==> src/rtl/core/rgb_to_hsv_8bit_unit_assert.svh <==
// Assertion macros shared by the RGB to HSV conversion unit.
`ifndef RGB_TO_HSV_8BIT_UNIT_ASSERT_SVH
`define RGB_TO_HSV_8BIT_UNIT_ASSERT_SVH

// Check that a condition implies another in the same cycle.
`define RHSV_ASSERT_IMPLIES(lbl, clk_s, rstn_s, ante, cons) \
  lbl: assert property (@(posedge clk_s) disable iff (!(rstn_s)) (ante) |-> (cons)) \
    else $error("rhsv: same-cycle check failed");

// Check that a condition is followed by another a fixed number of cycles later.
`define RHSV_ASSERT_DELAY(lbl, clk_s, rstn_s, dly, ante, cons) \
  lbl: assert property (@(posedge clk_s) disable iff (!(rstn_s)) (ante) |-> ##dly (cons)) \
    else $error("rhsv: delayed check failed");

`endif

==> src/rtl/core/rhsv_pkg.sv <==
// Shared types and constants for the RGB to HSV conversion unit.
`timescale 1ns / 1ps

package rhsv_pkg;

  localparam int CH_W            = 8;
  localparam int NUM_W           = 16;
  localparam int QUO_W           = 8;
  localparam int DIV_STAGES      = QUO_W;
  localparam int QUEUE_DEPTH_DEF = 2;

  localparam logic [CH_W-1:0]  HUE_BASE_RED   = 8'd0;
  localparam logic [CH_W-1:0]  HUE_BASE_GREEN = 8'd85;
  localparam logic [CH_W-1:0]  HUE_BASE_BLUE  = 8'd171;
  localparam logic [NUM_W-1:0] HUE_SCALE      = 16'd43;

  // One classified pixel, ready for the dividers.
  typedef struct packed {
    logic [NUM_W-1:0] sat_num;   // 255 * delta
    logic [NUM_W-1:0] hue_num;   // 43 * |diff|
    logic [CH_W-1:0]  hi;        // largest channel, saturation divisor
    logic [CH_W-1:0]  delta;     // max - min, hue divisor
    logic [CH_W-1:0]  base;      // hue sector offset
    logic             neg;       // hue term is negative
    logic             sat_zero;  // black pixel
    logic             hue_zero;  // grey pixel
    logic [CH_W-1:0]  alpha;
  } item_t;

  // Queue status seen by the top level and the back end.
  typedef struct packed {
    logic full;
    logic empty;
  } q_stat_t;

endpackage

==> src/rtl/core/rgb_to_hsv_8bit_unit.sv <==
// RGB to HSV conversion unit: one pixel per clock.
// A pixel is taken on any clock where start is high and busy is low, and its
// hue, saturation, brightness and alpha appear on the out_ ports for exactly one
// cycle, flagged by out_strobe. A new pixel may be started every cycle. Latency
// is set by the eight-stage restoring divider pipeline in the back end (one
// quotient bit per stage) plus the queue and output registers.
// The back end never stalls, so the queue drains every cycle and busy stays low
// after reset; the output cannot be held off and must be captured when flagged.
`timescale 1ns / 1ps
`include "rgb_to_hsv_8bit_unit_assert.svh"

module rgb_to_hsv_8bit_unit #(
  parameter int QUEUE_DEPTH = rhsv_pkg::QUEUE_DEPTH_DEF
) (
  input  logic                       clk,
  input  logic                       rst_n,
  input  logic                       start,
  output logic                       busy,
  input  logic [rhsv_pkg::CH_W-1:0]  in_red,
  input  logic [rhsv_pkg::CH_W-1:0]  in_green,
  input  logic [rhsv_pkg::CH_W-1:0]  in_blue,
  input  logic [rhsv_pkg::CH_W-1:0]  in_alpha_in,
  output logic                       out_strobe,
  output logic [rhsv_pkg::CH_W-1:0]  out_hue,
  output logic [rhsv_pkg::CH_W-1:0]  out_saturation,
  output logic [rhsv_pkg::CH_W-1:0]  out_brightness,
  output logic [rhsv_pkg::CH_W-1:0]  out_alpha_out
);
  import rhsv_pkg::*;

  localparam int LATENCY = DIV_STAGES + 2;

  logic    accept;
  logic    push;
  item_t   push_item;
  item_t   head;
  logic    pop;
  q_stat_t q_stat;

  assign busy   = q_stat.full;
  assign accept = start && !busy;

  rhsv_front u_front (
    .accept (accept),
    .red    (in_red),
    .green  (in_green),
    .blue   (in_blue),
    .alpha  (in_alpha_in),
    .push   (push),
    .item   (push_item)
  );

  rhsv_queue #(
    .DEPTH (QUEUE_DEPTH)
  ) u_queue (
    .clk       (clk),
    .rst_n     (rst_n),
    .push      (push),
    .push_item (push_item),
    .pop       (pop),
    .head      (head),
    .stat      (q_stat)
  );

  rhsv_back u_back (
    .clk            (clk),
    .rst_n          (rst_n),
    .q_stat         (q_stat),
    .head           (head),
    .pop            (pop),
    .out_strobe     (out_strobe),
    .out_hue        (out_hue),
    .out_saturation (out_saturation),
    .out_brightness (out_brightness),
    .out_alpha_out  (out_alpha_out)
  );

  // The back end drains the queue every cycle, so it never fills
  `RHSV_ASSERT_IMPLIES(a_never_busy, clk, rst_n, 1'b1, !busy)
  // Every accepted transaction yields a result after the pipeline latency
  `RHSV_ASSERT_DELAY(a_fixed_latency, clk, rst_n, LATENCY, accept, out_strobe)
  // A black pixel reports zero saturation and hue
  `RHSV_ASSERT_IMPLIES(a_black_zero, clk, rst_n, out_strobe && (out_brightness == '0),
                       (out_saturation == '0) && (out_hue == '0))

endmodule

==> src/rtl/core/rhsv_front.sv <==
// Front end: finds max, min and hue sector of a pixel and builds the divider operands.
`timescale 1ns / 1ps

module rhsv_front (
  input  logic                       accept,
  input  logic [rhsv_pkg::CH_W-1:0]  red,
  input  logic [rhsv_pkg::CH_W-1:0]  green,
  input  logic [rhsv_pkg::CH_W-1:0]  blue,
  input  logic [rhsv_pkg::CH_W-1:0]  alpha,
  output logic                       push,
  output rhsv_pkg::item_t            item
);
  import rhsv_pkg::*;

  logic [CH_W-1:0] hi;
  logic [CH_W-1:0] lo;
  logic [CH_W-1:0] delta;
  logic [CH_W-1:0] diff_p;
  logic [CH_W-1:0] diff_m;
  logic [CH_W-1:0] mag;
  logic [CH_W-1:0] base;
  logic            neg;

  // Take the channel extremes
  always_comb begin
    hi = (red > green) ? red : green;
    hi = (hi > blue) ? hi : blue;
    lo = (red < green) ? red : green;
    lo = (lo < blue) ? lo : blue;
    delta = hi - lo;
  end

  // Pick the hue sector: red wins ties, then green
  always_comb begin
    if (hi == red) begin
      base   = HUE_BASE_RED;
      diff_p = green;
      diff_m = blue;
    end else if (hi == green) begin
      base   = HUE_BASE_GREEN;
      diff_p = blue;
      diff_m = red;
    end else begin
      base   = HUE_BASE_BLUE;
      diff_p = red;
      diff_m = green;
    end
    neg = diff_m > diff_p;
    mag = neg ? (diff_m - diff_p) : (diff_p - diff_m);
  end

  // Build the divider operands
  always_comb begin
    item.sat_num  = {delta, {CH_W{1'b0}}} - NUM_W'(delta);
    item.hue_num  = NUM_W'(mag) * HUE_SCALE;
    item.hi       = hi;
    item.delta    = delta;
    item.base     = base;
    item.neg      = neg;
    item.sat_zero = (hi == '0);
    item.hue_zero = (delta == '0);
    item.alpha    = alpha;
  end

  assign push = accept;

endmodule

==> src/rtl/core/rhsv_queue.sv <==
// Short queue between the front end and the divider pipeline.
`timescale 1ns / 1ps

module rhsv_queue #(
  parameter int DEPTH = rhsv_pkg::QUEUE_DEPTH_DEF
) (
  input  logic               clk,
  input  logic               rst_n,
  input  logic               push,
  input  rhsv_pkg::item_t    push_item,
  input  logic               pop,
  output rhsv_pkg::item_t    head,
  output rhsv_pkg::q_stat_t  stat
);
  import rhsv_pkg::*;

  localparam int PTR_W = (DEPTH > 1) ? $clog2(DEPTH) : 1;
  localparam int CNT_W = $clog2(DEPTH + 1);

  item_t            slot_r [DEPTH];
  logic [PTR_W-1:0] wr_ptr_r, wr_ptr_nxt;
  logic [PTR_W-1:0] rd_ptr_r, rd_ptr_nxt;
  logic [CNT_W-1:0] cnt_r, cnt_nxt;
  logic             do_push;
  logic             do_pop;

  assign stat.full  = (cnt_r == CNT_W'(DEPTH));
  assign stat.empty = (cnt_r == '0);
  assign do_push    = push && !stat.full;
  assign do_pop     = pop && !stat.empty;
  assign head       = slot_r[rd_ptr_r];

  // Advance pointers and occupancy
  always_comb begin
    wr_ptr_nxt = wr_ptr_r;
    rd_ptr_nxt = rd_ptr_r;
    cnt_nxt    = cnt_r;
    if (do_push) begin
      wr_ptr_nxt = (wr_ptr_r == PTR_W'(DEPTH - 1)) ? '0 : wr_ptr_r + 1'b1;
    end
    if (do_pop) begin
      rd_ptr_nxt = (rd_ptr_r == PTR_W'(DEPTH - 1)) ? '0 : rd_ptr_r + 1'b1;
    end
    case ({do_push, do_pop})
      2'b10:   cnt_nxt = cnt_r + 1'b1;
      2'b01:   cnt_nxt = cnt_r - 1'b1;
      default: cnt_nxt = cnt_r;
    endcase
  end

  always_ff @(posedge clk) begin
    if (!rst_n) begin
      wr_ptr_r <= '0;
      rd_ptr_r <= '0;
      cnt_r    <= '0;
    end else begin
      wr_ptr_r <= wr_ptr_nxt;
      rd_ptr_r <= rd_ptr_nxt;
      cnt_r    <= cnt_nxt;
    end
  end

  // Store the incoming transaction
  always_ff @(posedge clk) begin
    if (do_push) begin
      slot_r[wr_ptr_r] <= push_item;
    end
  end

endmodule

==> src/rtl/core/rhsv_back.sv <==
// Back end: pipelined restoring dividers for saturation and hue, then output register.
`timescale 1ns / 1ps

module rhsv_back (
  input  logic                       clk,
  input  logic                       rst_n,
  input  rhsv_pkg::q_stat_t          q_stat,
  input  rhsv_pkg::item_t            head,
  output logic                       pop,
  output logic                       out_strobe,
  output logic [rhsv_pkg::CH_W-1:0]  out_hue,
  output logic [rhsv_pkg::CH_W-1:0]  out_saturation,
  output logic [rhsv_pkg::CH_W-1:0]  out_brightness,
  output logic [rhsv_pkg::CH_W-1:0]  out_alpha_out
);
  import rhsv_pkg::*;

  typedef struct packed {
    logic [NUM_W-1:0] sat_rem;
    logic [NUM_W-1:0] hue_rem;
    logic [QUO_W-1:0] sat_q;
    logic [QUO_W-1:0] hue_q;
    logic [CH_W-1:0]  hi;
    logic [CH_W-1:0]  delta;
    logic [CH_W-1:0]  base;
    logic             neg;
    logic             sat_zero;
    logic             hue_zero;
    logic [CH_W-1:0]  alpha;
  } stage_t;

  stage_t                stg_in  [DIV_STAGES];
  stage_t                stg_nxt [DIV_STAGES];
  stage_t                stg_r   [DIV_STAGES];
  logic [DIV_STAGES-1:0] vld_r;
  logic [NUM_W-1:0]      sat_sh  [DIV_STAGES];
  logic [NUM_W-1:0]      hue_sh  [DIV_STAGES];
  logic [CH_W-1:0]       hue_val;
  stage_t                last;

  // Drain the queue every cycle; the pipeline never stalls
  assign pop = !q_stat.empty;

  // Feed each stage from the one before it
  always_comb begin
    stg_in[0]          = '0;
    stg_in[0].sat_rem  = head.sat_num;
    stg_in[0].hue_rem  = head.hue_num;
    stg_in[0].hi       = head.hi;
    stg_in[0].delta    = head.delta;
    stg_in[0].base     = head.base;
    stg_in[0].neg      = head.neg;
    stg_in[0].sat_zero = head.sat_zero;
    stg_in[0].hue_zero = head.hue_zero;
    stg_in[0].alpha    = head.alpha;
    for (int k = 1; k < DIV_STAGES; k++) begin
      stg_in[k] = stg_r[k-1];
    end
  end

  // One quotient bit per stage, most significant first
  always_comb begin
    for (int k = 0; k < DIV_STAGES; k++) begin
      stg_nxt[k] = stg_in[k];
      sat_sh[k]  = NUM_W'(stg_in[k].hi) << (QUO_W - 1 - k);
      hue_sh[k]  = NUM_W'(stg_in[k].delta) << (QUO_W - 1 - k);
      if (stg_in[k].sat_rem >= sat_sh[k]) begin
        stg_nxt[k].sat_rem           = stg_in[k].sat_rem - sat_sh[k];
        stg_nxt[k].sat_q[QUO_W-1-k] = 1'b1;
      end
      if (stg_in[k].hue_rem >= hue_sh[k]) begin
        stg_nxt[k].hue_rem           = stg_in[k].hue_rem - hue_sh[k];
        stg_nxt[k].hue_q[QUO_W-1-k] = 1'b1;
      end
    end
  end

  always_ff @(posedge clk) begin
    if (!rst_n) begin
      vld_r <= '0;
    end else begin
      vld_r <= {vld_r[DIV_STAGES-2:0], pop};
    end
  end

  always_ff @(posedge clk) begin
    for (int k = 0; k < DIV_STAGES; k++) begin
      stg_r[k] <= stg_nxt[k];
    end
  end

  // Apply the sign and sector offset; hue wraps modulo 256
  assign last = stg_r[DIV_STAGES-1];
  always_comb begin
    if (last.hue_zero) begin
      hue_val = '0;
    end else if (last.neg) begin
      hue_val = last.base - CH_W'(last.hue_q);
    end else begin
      hue_val = last.base + CH_W'(last.hue_q);
    end
  end

  // Hold the result for one cycle
  always_ff @(posedge clk) begin
    if (!rst_n) begin
      out_strobe <= 1'b0;
    end else begin
      out_strobe <= vld_r[DIV_STAGES-1];
    end
  end

  always_ff @(posedge clk) begin
    out_hue        <= hue_val;
    out_saturation <= last.sat_zero ? '0 : CH_W'(last.sat_q);
    out_brightness <= last.hi;
    out_alpha_out  <= last.alpha;
  end

endmodule

==> config.mk <==
export PLATFORM = sky130hd
export DESIGN_NAME = rgb_to_hsv_8bit_unit
export DESIGN_NICKNAME = d
export VERILOG_FILES = /design/src/rtl/core/rhsv_pkg.sv /design/src/rtl/core/rgb_to_hsv_8bit_unit.sv /design/src/rtl/core/rhsv_front.sv /design/src/rtl/core/rhsv_queue.sv /design/src/rtl/core/rhsv_back.sv
export VERILOG_INCLUDE_DIRS = /design/src /design/src/rtl/core
export SDC_FILE = /design/constraint.sdc
export NUM_CORES = 1
export LEC_CHECK = 0
export BUFFER_PORTS_ARGS = -buffer_cell sky130_fd_sc_hd__buf_2
export CAP_MARGIN = 20
export CORE_MARGIN = 10
export CORE_UTILIZATION = 45
export DETAILED_ROUTE_END_ITERATION = 6
export PLACE_DENSITY_LB_ADDON = 0.2
export REMOVE_ABC_BUFFERS = 1
export SYNTH_ARGS = -nofsm -noshare
export SYNTH_HDL_FRONTEND = slang
export SYNTH_SLANG_ARGS = --single-unit
==> constraint.sdc <==
create_clock -name clk -period 12.8 [get_ports clk]
set_input_delay 1.28 -clock clk [delete_from_list [all_inputs] [get_ports clk]]
set_output_delay 1.28 -clock clk [all_outputs]
set_load 0.01 [all_outputs]
==> out/qor.yml <==
cts_max_level: 3
ys_warn_count: 0
drt-wirelength-per-cell_um: 14.47
critPathLaunchType: "input pin"
synth_xor_area_share_pct: 5.036
grt_pass1_vias: 17480
post-place-ws_ns: 1.046
slowest_delay_ns: 0.67
drcViolationCount: 0
clkTransAtPathRegs_ns: 0.06
ys_seq_area_share_pct: 53.62
dp_hpwl_um: 37630
synth_area_mm2: 0.02778
rr_endpoint: "u_back.stg_r[0][76]$_DFF_P_"
required_ns: 13.15
min_to: "u_back.stg_r[4][8]$_DFF_P_"
worstHoldPathCells: 0
portBuffers: 68
fp.dieW_um: 268.5
layout_setup_ws_ns: 1.629
synthMuxAreaShare_pct: 5.572
fmaxAchievable_ghz: 0.08951
clkLatencyLatePin_ns: 0.60
async_flop_share_pct: 0
yosysMostFrequentCell: "dfxtp_1"
grt_pass1_wl_um: 83860
final-hold-violation-count: 0
period_minus_slack_ns: 11.17
synth_edf_count: 118
dieHeight_um: 268.5
fillers: 5322
cts.path.max_buffers: 3
drive_gt1_share_pct: 11.96
worst_pin_slew_ns: 1.072
tritoncts: "done"
hold_class: "reg2reg"
setup_tns_ns: 0
layout.area.seq_mm2: 0.01490
crit_slowest_cell: "or2_1"
worstRegToRegCells: 13
routed_wl_um: 50030
gp_congestion: 0.8508
antenna_cells: 0
yosys.area.top_type: "dfxtp_1"
synth-simple-area-share_pct: 9.991
cp_common_cell: "a21oi_1"
finalSetupViolCount: 0
rows: 91
status: "finished, final reports clean"
synth_seq_cells: 685
multi_input_area_mm2: 0.01172
finalNetCount: 2892
end_kind: "register"
clock_skew_ns: 0.01455
slew_headroom_pct: 28.51
dr_total_vias: 17050
numCtsBuffers: 70
synthCells: 2500
synth_compound_area_share_pct: 9.810
grt_overflow: 0
die_area_mm2: 0.07207
slew_viol_final: 0
clock-sinks: 685
grt_antenna_before_repair: 1
arrival_ns: 11.52
synth.area.top_cells: "dfxtp_1, edfxtp_1, ha_1"
antenna_left: 0
ctsHoldBuffers: 0
postCtsSetupBuffers: 0
synth_fa_ha_area_share_pct: 11.72
cap_violations: 0
initial_utilization_pct: 45.26
area_growth_pct: 13.49
synth_cell_type_count: 82
io-pin-count: 69
period_share_pct: 87.28
syn_avg_cell_area_um2: 11.11
root_buffer: "clkbuf_16"
synth_top_family_by_area: "adder cells"
core_area_mm2: 0.06137
hp-start: "u_back.stg_r[3][8]$_DFF_P_"
synth_top_area_share_pct: 40.86
grt.total_usage_pct: 14.12
drtIter0Drc: 654
cts_resized: 0
synth_common_cells: "dfxtp_1, inv_1, ha_1"
via_per_inst: 4.931
worstSetupPathType: "in2reg"
path_max_fanout: 30
reg2reg_slack_ns: 8.37
synthFlopType: "dfxtp_1"
rsz0062_at_grt: "false"
firstDrtPassIters: 5
grt_max_degree: 60
==> worst max path at each step <==
stage	slack, ns	start	depth (start not counted)	to
after floorplan	1.32	in_green[5]	43	u_queue.slot_r[0][48]$_DFFE_PP_
after global placement	1.22	in_green[5]	44	u_queue.slot_r[0][48]$_DFFE_PP_
after detailed placement	1.05	in_green[1]	44	u_queue.slot_r[0][48]$_DFFE_PP_
after CTS	1.67	in_green[1]	44	u_queue.slot_r[1][48]$_DFFE_PP_
after global routing	0.85	in_green[5]	44	u_queue.slot_r[0][48]$_DFFE_PP_
final	1.63	in_green[1]	44	u_queue.slot_r[1][48]$_DFFE_PP_
==> final cells by class <==
type	instances	share of cell area, %
inverters	265	3.155
clock inverters	30	1.286
well taps	790	3.135
flip-flops and latches	685	47.25
multi-input cells	1509	37.16
clock buffers	96	6.580
repair buffers	82	1.433
==> stage by stage <==
step,utilization [%],hold slack [ns],cell area [um2],cells
after floorplan,-,0.3096,27590,2459
after global placement,47.30,0.3097,29030,3329
after detailed placement,47.30,0.3121,29030,3329
after CTS,51.34,0.3222,31510,3455
after global routing,51.37,0.3247,31530,3457
final,51.37,0.3201,31530,3457
==> cell usage in the layout, fill, tap and decap left out, types with 6 or more instances in the layout <==
cell,netlist,final
nor4_1,27,27
mux2i_1,65,65
o21bai_1,9,9
fa_1,27,27
nor3_1,31,31
clkinv_2,0,8
or4_1,6,6
a31oi_1,9,9
edfxtp_1,118,118
inv_1,265,265
o21a_1,13,13
a21oi_1,114,114
ha_1,217,217
a21o_1,45,45
and2_1,15,15
clkbuf_8,0,15
nand2_1,121,121
o31ai_1,16,16
buf_2,2,68
nand3_1,24,24
xor2_1,55,55
buf_4,4,13
or3_1,14,14
dfxtp_1,567,566
nor2b_1,57,57
a211oi_1,10,9
clkbuf_16,0,74
o21ai_0,138,138
nand4_1,23,23
xnor2_1,101,101
nand2b_1,40,40
bufinv_16,0,7
nor2_1,128,127
clkbuf_1,27,8
nand4b_1,7,7
mux2_2,77,77
a21boi_0,25,25
==> critical path, delay by kind of cell <==
kind | cells | cell delay [ns]
multiplexers | 3 | 1.10
XOR/XNOR | 3 | 0.52
AO/OA/AOI/OAI | 18 | 3.33
adder cells (fa/ha/maj) | 7 | 2.56
AND/OR/NAND/NOR | 6 | 1.57
buffers and inverters | 7 | 1.12
==> layer usage <==
layer	vias to the layer above	wire (um)	GRT usage [%]
li1	8803	-	-
met1	7931	21360	15.81
met2	214	25500	26.20
met3	95	1799	2.398
met4	2	1355	5.708
met5	-	13	0
==> state kept, by name, indices dropped and copies added (netlist names), named ones only <==
signal and flops:
u_back.vld_r 8, u_back.out_saturation 8, u_back.out_hue 8, u_back.stg_r 521, u_queue.slot_r 118, u_queue.cnt_r 2, u_queue.wr_ptr_r 1, u_back.out_strobe 1
u_back.out_brightness 8, u_queue.rd_ptr_r 1, u_back.out_alpha_out 8
==> logic make-up after synthesis <==
kind of cell / after synthesis
DFF: 685
and+or+nand+nor: 530
AOI/OAI and AO/OA: 433
buffers and inverters: 306
adders and majority gates: 244
xor gates and xnor gates: 158
muxes: 144
Power is left out: the tool's default activity adds up to more than one toggle a clock period on the data nets, which glitch-free logic cannot reach.
